--- config.mk ---
export PLATFORM = sky130hd
export DESIGN_NAME = integer_to_ascii_formatter_unit
export DESIGN_NICKNAME = d
export VERILOG_FILES = /design/src/rtl/core/itoaf_pkg.sv /design/src/rtl/core/itoaf_classify.sv /design/src/rtl/core/itoaf_queue.sv /design/src/rtl/core/itoaf_back.sv /design/src/rtl/core/integer_to_ascii_formatter_unit.sv
export SDC_FILE = /design/constraint.sdc
export NUM_CORES = 1
export LEC_CHECK = 0
export BUFFER_PORTS_ARGS = -buffer_cell sky130_fd_sc_hd__buf_2
export CELL_PAD_IN_SITES_DETAIL_PLACEMENT = 0
export CELL_PAD_IN_SITES_GLOBAL_PLACEMENT = 1
export CORE_MARGIN = 2
export CORE_UTILIZATION = 45
export DETAILED_ROUTE_END_ITERATION = 16
export GPL_ROUTABILITY_DRIVEN = 1
export PLACE_DENSITY = 0.81
export SLEW_MARGIN = 20
export SYNTH_ARGS = -nofsm -noshare
export SYNTH_HDL_FRONTEND = slang
export SYNTH_SLANG_ARGS = --single-unit
--- constraint.sdc ---
create_clock -name clk -period 3.4 [get_ports clk]
set_input_delay 0.68 -clock clk [delete_from_list [all_inputs] [get_ports clk]]
set_output_delay 0.68 -clock clk [all_outputs]
set_load 0.005 [all_outputs]
--- src/rtl/core/itoaf_pkg.sv ---
// ----------------------------------------------------------------------------
// itoaf_pkg
// Shared types and constants of the integer to ascii formatter.
// ----------------------------------------------------------------------------
package itoaf_pkg;

	localparam int VALUE_WIDTH_DEF = 32;
	localparam int DIGIT_SLOTS_DEF = 16;
	localparam int ITEM_VALUE_W    = 32;

	// kind codes: zero is signed decimal, any other selects hex
	localparam logic [1:0] KIND_DEC       = 2'd0;
	localparam logic [1:0] KIND_HEX_LOWER = 2'd1;
	localparam logic [1:0] KIND_HEX_UPPER = 2'd2;
	localparam int         KIND_UPPER_BIT = 1;

	localparam logic [7:0] CHAR_ZERO    = 8'h30;
	localparam logic [7:0] CHAR_MINUS   = 8'h2d;
	localparam logic [7:0] CHAR_LOWER_A = 8'h61;
	localparam logic [7:0] CHAR_UPPER_A = 8'h41;
	localparam logic [3:0] DIGIT_MASK   = 4'hf;

	typedef struct packed {
		logic [1:0]              kind;
		logic [ITEM_VALUE_W-1:0] value;
	} item_t;

	typedef struct packed {
		logic [7:0] out_char;
		logic       last;
	} result_t;

	typedef struct packed {
		logic hex;
		logic upper;
		logic neg;
	} job_flags_t;

endpackage

--- src/rtl/core/itoaf_classify.sv ---
// ----------------------------------------------------------------------------
// itoaf_classify
// Decodes the kind of an incoming word and forms sign and magnitude.
// ----------------------------------------------------------------------------
module itoaf_classify #(
	parameter int VW = itoaf_pkg::VALUE_WIDTH_DEF
) (
	input  itoaf_pkg::item_t      item,
	output itoaf_pkg::job_flags_t flags,
	output logic [VW-1:0]         mag
);
	import itoaf_pkg::*;

	logic [VW-1:0] raw;

	// only the low VW bits take part, zero filled above the item width
	assign raw = VW'(item.value);

	always_comb begin
		flags.hex   = (item.kind != KIND_DEC);
		flags.upper = item.kind[KIND_UPPER_BIT];
		flags.neg   = (item.kind == KIND_DEC) && raw[VW-1];
		// most negative value comes out as its unsigned magnitude
		mag         = flags.neg ? (~raw + VW'(1)) : raw;
	end

endmodule

--- src/rtl/core/itoaf_queue.sv ---
// ----------------------------------------------------------------------------
// itoaf_queue
// Two-entry job queue between the classify front and the conversion back.
// ----------------------------------------------------------------------------
module itoaf_queue #(
	parameter int DW = 8
) (
	input  logic          clk,
	input  logic          arst_n,
	input  logic          push,
	input  logic [DW-1:0] push_data,
	input  logic          pop,
	output logic [DW-1:0] pop_data,
	output logic          full,
	output logic          empty
);
	import itoaf_pkg::*;

	logic [DW-1:0] entry_q [2];
	logic          wr_ptr_q;
	logic          rd_ptr_q;
	logic [1:0]    count_q;

	assign full     = (count_q == 2'd2);
	assign empty    = (count_q == 2'd0);
	assign pop_data = entry_q[rd_ptr_q];

	always_ff @(posedge clk or negedge arst_n) begin
		if (!arst_n) begin
			wr_ptr_q <= 1'b0;
			rd_ptr_q <= 1'b0;
			count_q  <= 2'd0;
		end else begin
			if (push)
				wr_ptr_q <= ~wr_ptr_q;
			if (pop)
				rd_ptr_q <= ~rd_ptr_q;
			case ({push, pop})
				2'b10:   count_q <= count_q + 2'd1;
				2'b01:   count_q <= count_q - 2'd1;
				default: count_q <= count_q;
			endcase
		end
	end

	always_ff @(posedge clk) begin
		if (push)
			entry_q[wr_ptr_q] <= push_data;
	end

endmodule

--- src/rtl/core/itoaf_back.sv ---
// ----------------------------------------------------------------------------
// itoaf_back
// Turns a queued magnitude into digits (shift-add-3 for decimal, nibble
// shift for hex) and emits the characters most significant first.
// ----------------------------------------------------------------------------
module itoaf_back #(
	parameter int VW    = itoaf_pkg::VALUE_WIDTH_DEF,
	parameter int SLOTS = itoaf_pkg::DIGIT_SLOTS_DEF
) (
	input  logic                  clk,
	input  logic                  arst_n,
	input  logic                  job_valid,
	input  itoaf_pkg::job_flags_t job_flags,
	input  logic [VW-1:0]         job_mag,
	output logic                  job_pop,
	output itoaf_pkg::result_t    result,
	output logic                  strobe
);
	import itoaf_pkg::*;

	localparam int PAD_W     = ((VW + 3) / 4) * 4;
	localparam int DEC_STEPS = PAD_W / 2;
	localparam int HEX_STEPS = PAD_W / 4;
	localparam int STEP_W    = $clog2(DEC_STEPS + 1);

	typedef enum logic [3:0] {
		ST_IDLE = 4'b0001,
		ST_CONV = 4'b0010,
		ST_SIGN = 4'b0100,
		ST_EMIT = 4'b1000
	} state_t;

	function automatic logic [7:0] digit_char(input logic [3:0] d, input logic hex,
		input logic upper);
		logic [7:0] base;
		base = upper ? CHAR_UPPER_A : CHAR_LOWER_A;
		if (hex && (d >= 4'd10))
			return base + 8'(d - 4'd10);
		return CHAR_ZERO + 8'(d & DIGIT_MASK);
	endfunction

	state_t                 state_q;
	logic [PAD_W-1:0]       bits_q;
	logic [SLOTS-1:0][3:0]  digits_q;
	logic [SLOTS:0]         top_q;
	logic [SLOTS-1:0]       emit_q;
	logic [STEP_W-1:0]      steps_q;
	job_flags_t             flags_q;
	result_t                result_q;
	logic                   strobe_q;

	logic [SLOTS-1:0][3:0]  adj1, sh1, adj2, sh2, hex_digits, digits_step;
	logic [PAD_W-1:0]       bits_step;
	logic [SLOTS-1:0]       nz;
	logic [SLOTS:0]         top_step;
	logic [SLOTS-1:0]       emit_next;
	logic [3:0]             sel_digit;

	// one conversion step: two dabble bits for decimal, one nibble for hex
	always_comb begin
		for (int i = 0; i < SLOTS; i++)
			adj1[i] = (digits_q[i] >= 4'd5) ? digits_q[i] + 4'd3 : digits_q[i];
		sh1[0] = {adj1[0][2:0], bits_q[PAD_W-1]};
		for (int i = 1; i < SLOTS; i++)
			sh1[i] = {adj1[i][2:0], adj1[i-1][3]};
		for (int i = 0; i < SLOTS; i++)
			adj2[i] = (sh1[i] >= 4'd5) ? sh1[i] + 4'd3 : sh1[i];
		sh2[0] = {adj2[0][2:0], bits_q[PAD_W-2]};
		for (int i = 1; i < SLOTS; i++)
			sh2[i] = {adj2[i][2:0], adj2[i-1][3]};

		hex_digits[0] = bits_q[PAD_W-1 -: 4];
		for (int i = 1; i < SLOTS; i++)
			hex_digits[i] = digits_q[i-1];

		digits_step = flags_q.hex ? hex_digits : sh2;
		bits_step   = flags_q.hex ? (bits_q << 4) : (bits_q << 2);

		for (int i = 0; i < SLOTS; i++)
			nz[i] = (digits_step[i] != 4'd0);
		// the digit count grows by at most one per step
		top_step  = (|(nz & top_q[SLOTS-1:0])) ? (top_q << 1) : top_q;
		emit_next = top_step[0] ? SLOTS'(1) : top_step[SLOTS:1];

		sel_digit = 4'd0;
		for (int i = 0; i < SLOTS; i++)
			sel_digit = sel_digit | (emit_q[i] ? digits_q[i] : 4'd0);
	end

	assign job_pop = (state_q == ST_IDLE) && job_valid;
	assign result  = result_q;
	assign strobe  = strobe_q;

	always_ff @(posedge clk or negedge arst_n) begin
		if (!arst_n) begin
			state_q  <= ST_IDLE;
			steps_q  <= '0;
			top_q    <= '0;
			emit_q   <= '0;
			strobe_q <= 1'b0;
		end else begin
			strobe_q <= 1'b0;
			unique case (state_q)
				ST_IDLE: begin
					if (job_valid) begin
						top_q   <= (SLOTS + 1)'(1);
						steps_q <= job_flags.hex ? STEP_W'(HEX_STEPS) : STEP_W'(DEC_STEPS);
						state_q <= ST_CONV;
					end
				end
				ST_CONV: begin
					top_q   <= top_step;
					steps_q <= steps_q - STEP_W'(1);
					if (steps_q == STEP_W'(1)) begin
						emit_q  <= emit_next;
						state_q <= flags_q.neg ? ST_SIGN : ST_EMIT;
					end
				end
				ST_SIGN: begin
					strobe_q <= 1'b1;
					state_q  <= ST_EMIT;
				end
				ST_EMIT: begin
					strobe_q <= 1'b1;
					emit_q   <= emit_q >> 1;
					if (emit_q[0])
						state_q <= ST_IDLE;
				end
				default: state_q <= ST_IDLE;
			endcase
		end
	end

	always_ff @(posedge clk) begin
		case (state_q)
			ST_IDLE: begin
				bits_q   <= PAD_W'(job_mag);
				digits_q <= '0;
				flags_q  <= job_flags;
			end
			ST_CONV: begin
				bits_q   <= bits_step;
				digits_q <= digits_step;
			end
			ST_SIGN: begin
				result_q <= '{out_char: CHAR_MINUS, last: 1'b0};
			end
			ST_EMIT: begin
				result_q <= '{out_char: digit_char(sel_digit, flags_q.hex, flags_q.upper),
					last: emit_q[0]};
			end
			default: ;
		endcase
	end

endmodule

--- src/rtl/core/integer_to_ascii_formatter_unit.sv ---
// ----------------------------------------------------------------------------
// integer_to_ascii_formatter_unit
// Converts a value to decimal or hex ascii, one character per strobe.
// ----------------------------------------------------------------------------
// an accepted word waits in a two-entry queue; busy is high only when it is full
// per word: a dispatch from idle, the digit steps (shift-add-3 for decimal, nibble shift
// for hex), a minus sign for a negative decimal value, then the digits most significant first
// reset empties the queue and returns the converter to idle; results are never stalled
module integer_to_ascii_formatter_unit #(
	parameter int VALUE_WIDTH = itoaf_pkg::VALUE_WIDTH_DEF,
	parameter int DIGIT_SLOTS = itoaf_pkg::DIGIT_SLOTS_DEF
) (
	input  logic               clk,
	input  logic               arst_n,
	input  logic               start,
	output logic               busy,
	input  itoaf_pkg::item_t   item,
	output itoaf_pkg::result_t result,
	output logic               strobe
);
	import itoaf_pkg::*;

	localparam int JOB_W = VALUE_WIDTH + $bits(job_flags_t);

	job_flags_t             in_flags;
	logic [VALUE_WIDTH-1:0] in_mag;
	logic [JOB_W-1:0]       head_job;
	job_flags_t             head_flags;
	logic [VALUE_WIDTH-1:0] head_mag;
	logic                   push;
	logic                   pop;
	logic                   q_empty;

	assign push = start && !busy;
	assign {head_flags, head_mag} = head_job;

	itoaf_classify #(
		.VW (VALUE_WIDTH)
	) u_classify (
		.item  (item),
		.flags (in_flags),
		.mag   (in_mag)
	);

	itoaf_queue #(
		.DW (JOB_W)
	) u_queue (
		.clk       (clk),
		.arst_n    (arst_n),
		.push      (push),
		.push_data ({in_flags, in_mag}),
		.pop       (pop),
		.pop_data  (head_job),
		.full      (busy),
		.empty     (q_empty)
	);

	itoaf_back #(
		.VW    (VALUE_WIDTH),
		.SLOTS (DIGIT_SLOTS)
	) u_back (
		.clk       (clk),
		.arst_n    (arst_n),
		.job_valid (!q_empty),
		.job_flags (head_flags),
		.job_mag   (head_mag),
		.job_pop   (pop),
		.result    (result),
		.strobe    (strobe)
	);

endmodule

==> impl_metrics.env <==
export IMPL_outcome="finished with violations"
export IMPL_violations="setup timing"
export IMPL_grt_pass1_vias=12540
export IMPL_async_flop_share_pct=20.89
export IMPL_yosys_warnings=0
export IMPL_antenna_left=0
export IMPL_synth_largest_area_cell="edfxtp_1"
export IMPL_synth_most_common_cell="edfxtp_1"
export IMPL_antenna_cells=0
export IMPL_synthCells=1511
export IMPL_rsz0062_at_grt="yes"
export IMPL_synth_seq_area_share_pct=43.86
export IMPL_hpwl_mm=28.14
export IMPL_regToRegSetupSlack_ns=-0.44
export IMPL_synth_nets=1622
export IMPL_chipHeight_um=185.8
export IMPL_cts_hold_buffers=0
export IMPL_root_buffer="clkbuf_16"
export IMPL_cts_clk_slew_worst_paths_ns=0.06
export IMPL_numCtsBuffers=26
export IMPL_synth_top_flop_cell="edfxtp_1"
export IMPL_clockBufferDepth=3
export IMPL_fin_crit_ns=3.836
export IMPL_period_share_pct=112.8
export IMPL_via_per_inst=5.616
export IMPL_grt_pass1_wl_mm=63.63
export IMPL_layout_drive_gt1_share_pct=33.64
export IMPL_layout_setup_ws_ns=-0.4361
export IMPL_grt_usage_pct=23.03
export IMPL_cts_tree="done"
export IMPL_cts_sinks=225
export IMPL_syn_area_per_cell_um2=9.842
export IMPL_antenna_found_initial=0
export IMPL_setup_viol=33
export IMPL_drv_cap=0
export IMPL_drt_drc_violations_left=0
export IMPL_p_leak_nw=8.064
export IMPL_finalSetupTns_ns=-12.42
export IMPL_io_pins=48
export IMPL_wl_per_cell_um=17.36
export IMPL_maxClockFrequency_ghz=0.2607
export IMPL_synth_cell_types=83
export IMPL_insertion_delay_ns=0.53
export IMPL_synth_seq_cells=225
export IMPL_synth_edff_count=178
export IMPL_gp_congestion=0.8828
export IMPL_fin_skew_ns=0.02929
export IMPL_required_ns=3.85
export IMPL_place_ws_ns=-0.8325
export IMPL_dieArea_mm2=0.03452
export IMPL_hold_class="input port to async pin"
export IMPL_hold_viol=0
export IMPL_drt_initial_drc_count=897
export IMPL_vias=12900
export IMPL_p_per_area_mw_per_mm2=1210
export IMPL_hold_worst_slack_ns=0.1642
export IMPL_grt_max_degree=131
export IMPL_critPathLaunchType="flop"
export IMPL_critical_path_max_fanout=8
export IMPL_htree_levels=1
export IMPL_synth_area_mm2=0.01487
export IMPL_synthTopCellsByArea="edfxtp_1, dfrtp_1, ha_1"
export IMPL_path_class="flop to flop"
export IMPL_portBuffers=47
export IMPL_synth_top_area_share_pct=35.94
export IMPL_initial_utilization_pct=45.70
export IMPL_die_w_um=185.8
export IMPL_grt_overflow=0
export IMPL_coreArea_mm2=0.03254
export IMPL_rows=66
export IMPL_synthToLayoutAreaGrowth_pct=32.38
export IMPL_synth_common_cells="edfxtp_1, nand2_1, a21oi_1"
export IMPL_cp_arrival_ns=4.28
export IMPL_cp_end_kind="flop"
export IMPL_final_util_pct=60.50
export IMPL_ir_drop_uv=870.2
export IMPL_nets=1948
export IMPL_worstMarginPinSlew_ns=0.9159
export IMPL_wl_mm=39.88
export IMPL_timing_slew_headroom_pct=38.17
export IMPL_drt_pre_antenna_iters=5
export IMPL_power_mw=23.82
export IMPL_slew_viol_final=0
[metrics by stage]
stage,instance area (um^2),instances
after CTS,19490,2284
after floorplan,15240,1511
after global routing,19690,2297
after detailed placement,17850,2197
final,19690,2297
after global placement,17850,2197
[critical path, stage by stage (launching register included)]
cell,delay [ns]
edfxtp_1,0.37
inv_1,0.05
ha_2,0.17
nor2b_4,0.13
buf_4,0.13
nor3_2,0.11
a21o_1,0.17
inv_1,0.06
ha_2,0.18
nor2b_4,0.14
o31ai_4,0.25
mux2i_1,0.25
a21oi_2,0.09
o41ai_2,0.35
buf_4,0.19
nand4_1,0.13
nor4_4,0.33
buf_6,0.19
buf_12,0.13
buf_8,0.11
nand4_1,0.09
o211ai_1,0.13
[cells in the final DEF, fill, tap and decap left out, drive strengths merged, types with 14 or more instances in the layout]
master / n
nor2: 79
nand3: 20
edfxtp: 178
buf: 379
clkbuf: 33
xor2: 19
a22o: 24
or2: 17
dfrtp: 46
a221oi: 14
o41ai: 15
ha: 74
mux2i: 55
nand2b: 24
o31ai: 37
nor3: 26
and3: 22
nand4: 17
nand2: 120
a21oi: 100
o21ai: 78
a211oi: 52
nor2b: 57
a22oi: 19
xnor2: 44
inv: 72
and2: 71
nor3b: 18
[final timing paths]
path,endpoint,from,depth (start not counted)
setup / recovery,u_back.emit_q[9]$_DFFE_PN0P_,u_back.digits_q[48]$_SDFFCE_PN0P_,21
hold / removal,u_back.strobe$_DFF_PN0_,arst_n,1
setup reg to reg,u_back.emit_q[9]$_DFFE_PN0P_,u_back.digits_q[48]$_SDFFCE_PN0P_,21
hold reg to reg,u_queue.count_q[1]$_DFFE_PN0P_,u_queue.count_q[1]$_DFFE_PN0P_,1
max in group asynchronous,u_back.emit_q[1]$_DFFE_PN0P_,arst_n,1
min in group clk,u_queue.entry_q[1][33]$_DFFE_PP_,item[33],1
[sequential cells by signal (all words and copies together), names as in the netlist, 2 cells and up]
signal           cells
u_back.result        9
u_back.flags_q       3
u_back.bits_q       32
u_back.top_q        17
u_back.digits_q     64
u_back.steps_q       5
u_queue.entry_q     70
u_back.state_q       4
u_queue.count_q      2
u_back.emit_q       16
[area by class of cell]
type | count | area, um^2
fill | 2765 | 12850
multi-input combinational | 1133 | 8651
inverter | 72 | 270.3
sequential | 225 | 6524
tap | 442 | 553.0
clock inverter | 13 | 142.6
timing repair buffer | 379 | 2836
clock buffer | 33 | 708.2
[routing by layer]
metal  track usage, %  part of all wire, %
met1            30.94                   44
met2            39.75                   49
met3            2.837                  5.4
met4            5.260                  1.7
met5                0                    0
[where the power goes]
group / leakage [nW] / internal (mW) / switching [mW] / total, mW
combinational: 5.31 / 7.72 / 8.10 / 15.8
sequential: 2.35 / 4.41 / 0.784 / 5.20
clock: 0.407 / 1.69 / 1.11 / 2.80
total: 8.06 / 13.8 / 10.0 / 23.8
[kinds of logic after synthesis]
kind of cell	synth area share [%]
flip-flops	43.86
multiplexers	4.005
adder cells (fa/ha/maj)	6.226
other	0.02522
buffers and inverters	4.299
AO/OA/AOI/OAI	19.89
XOR/XNOR	3.711
AND/OR/NAND/NOR	17.98
[timing repair]
item,in CTS,in global routing
buffers inserted,38,14
gates resized for setup,114,23
cloned,3,0
pin swaps,57,31
endpoints found under the setup margin,33,33
Note: power is estimated with default switching activity, not from simulation.
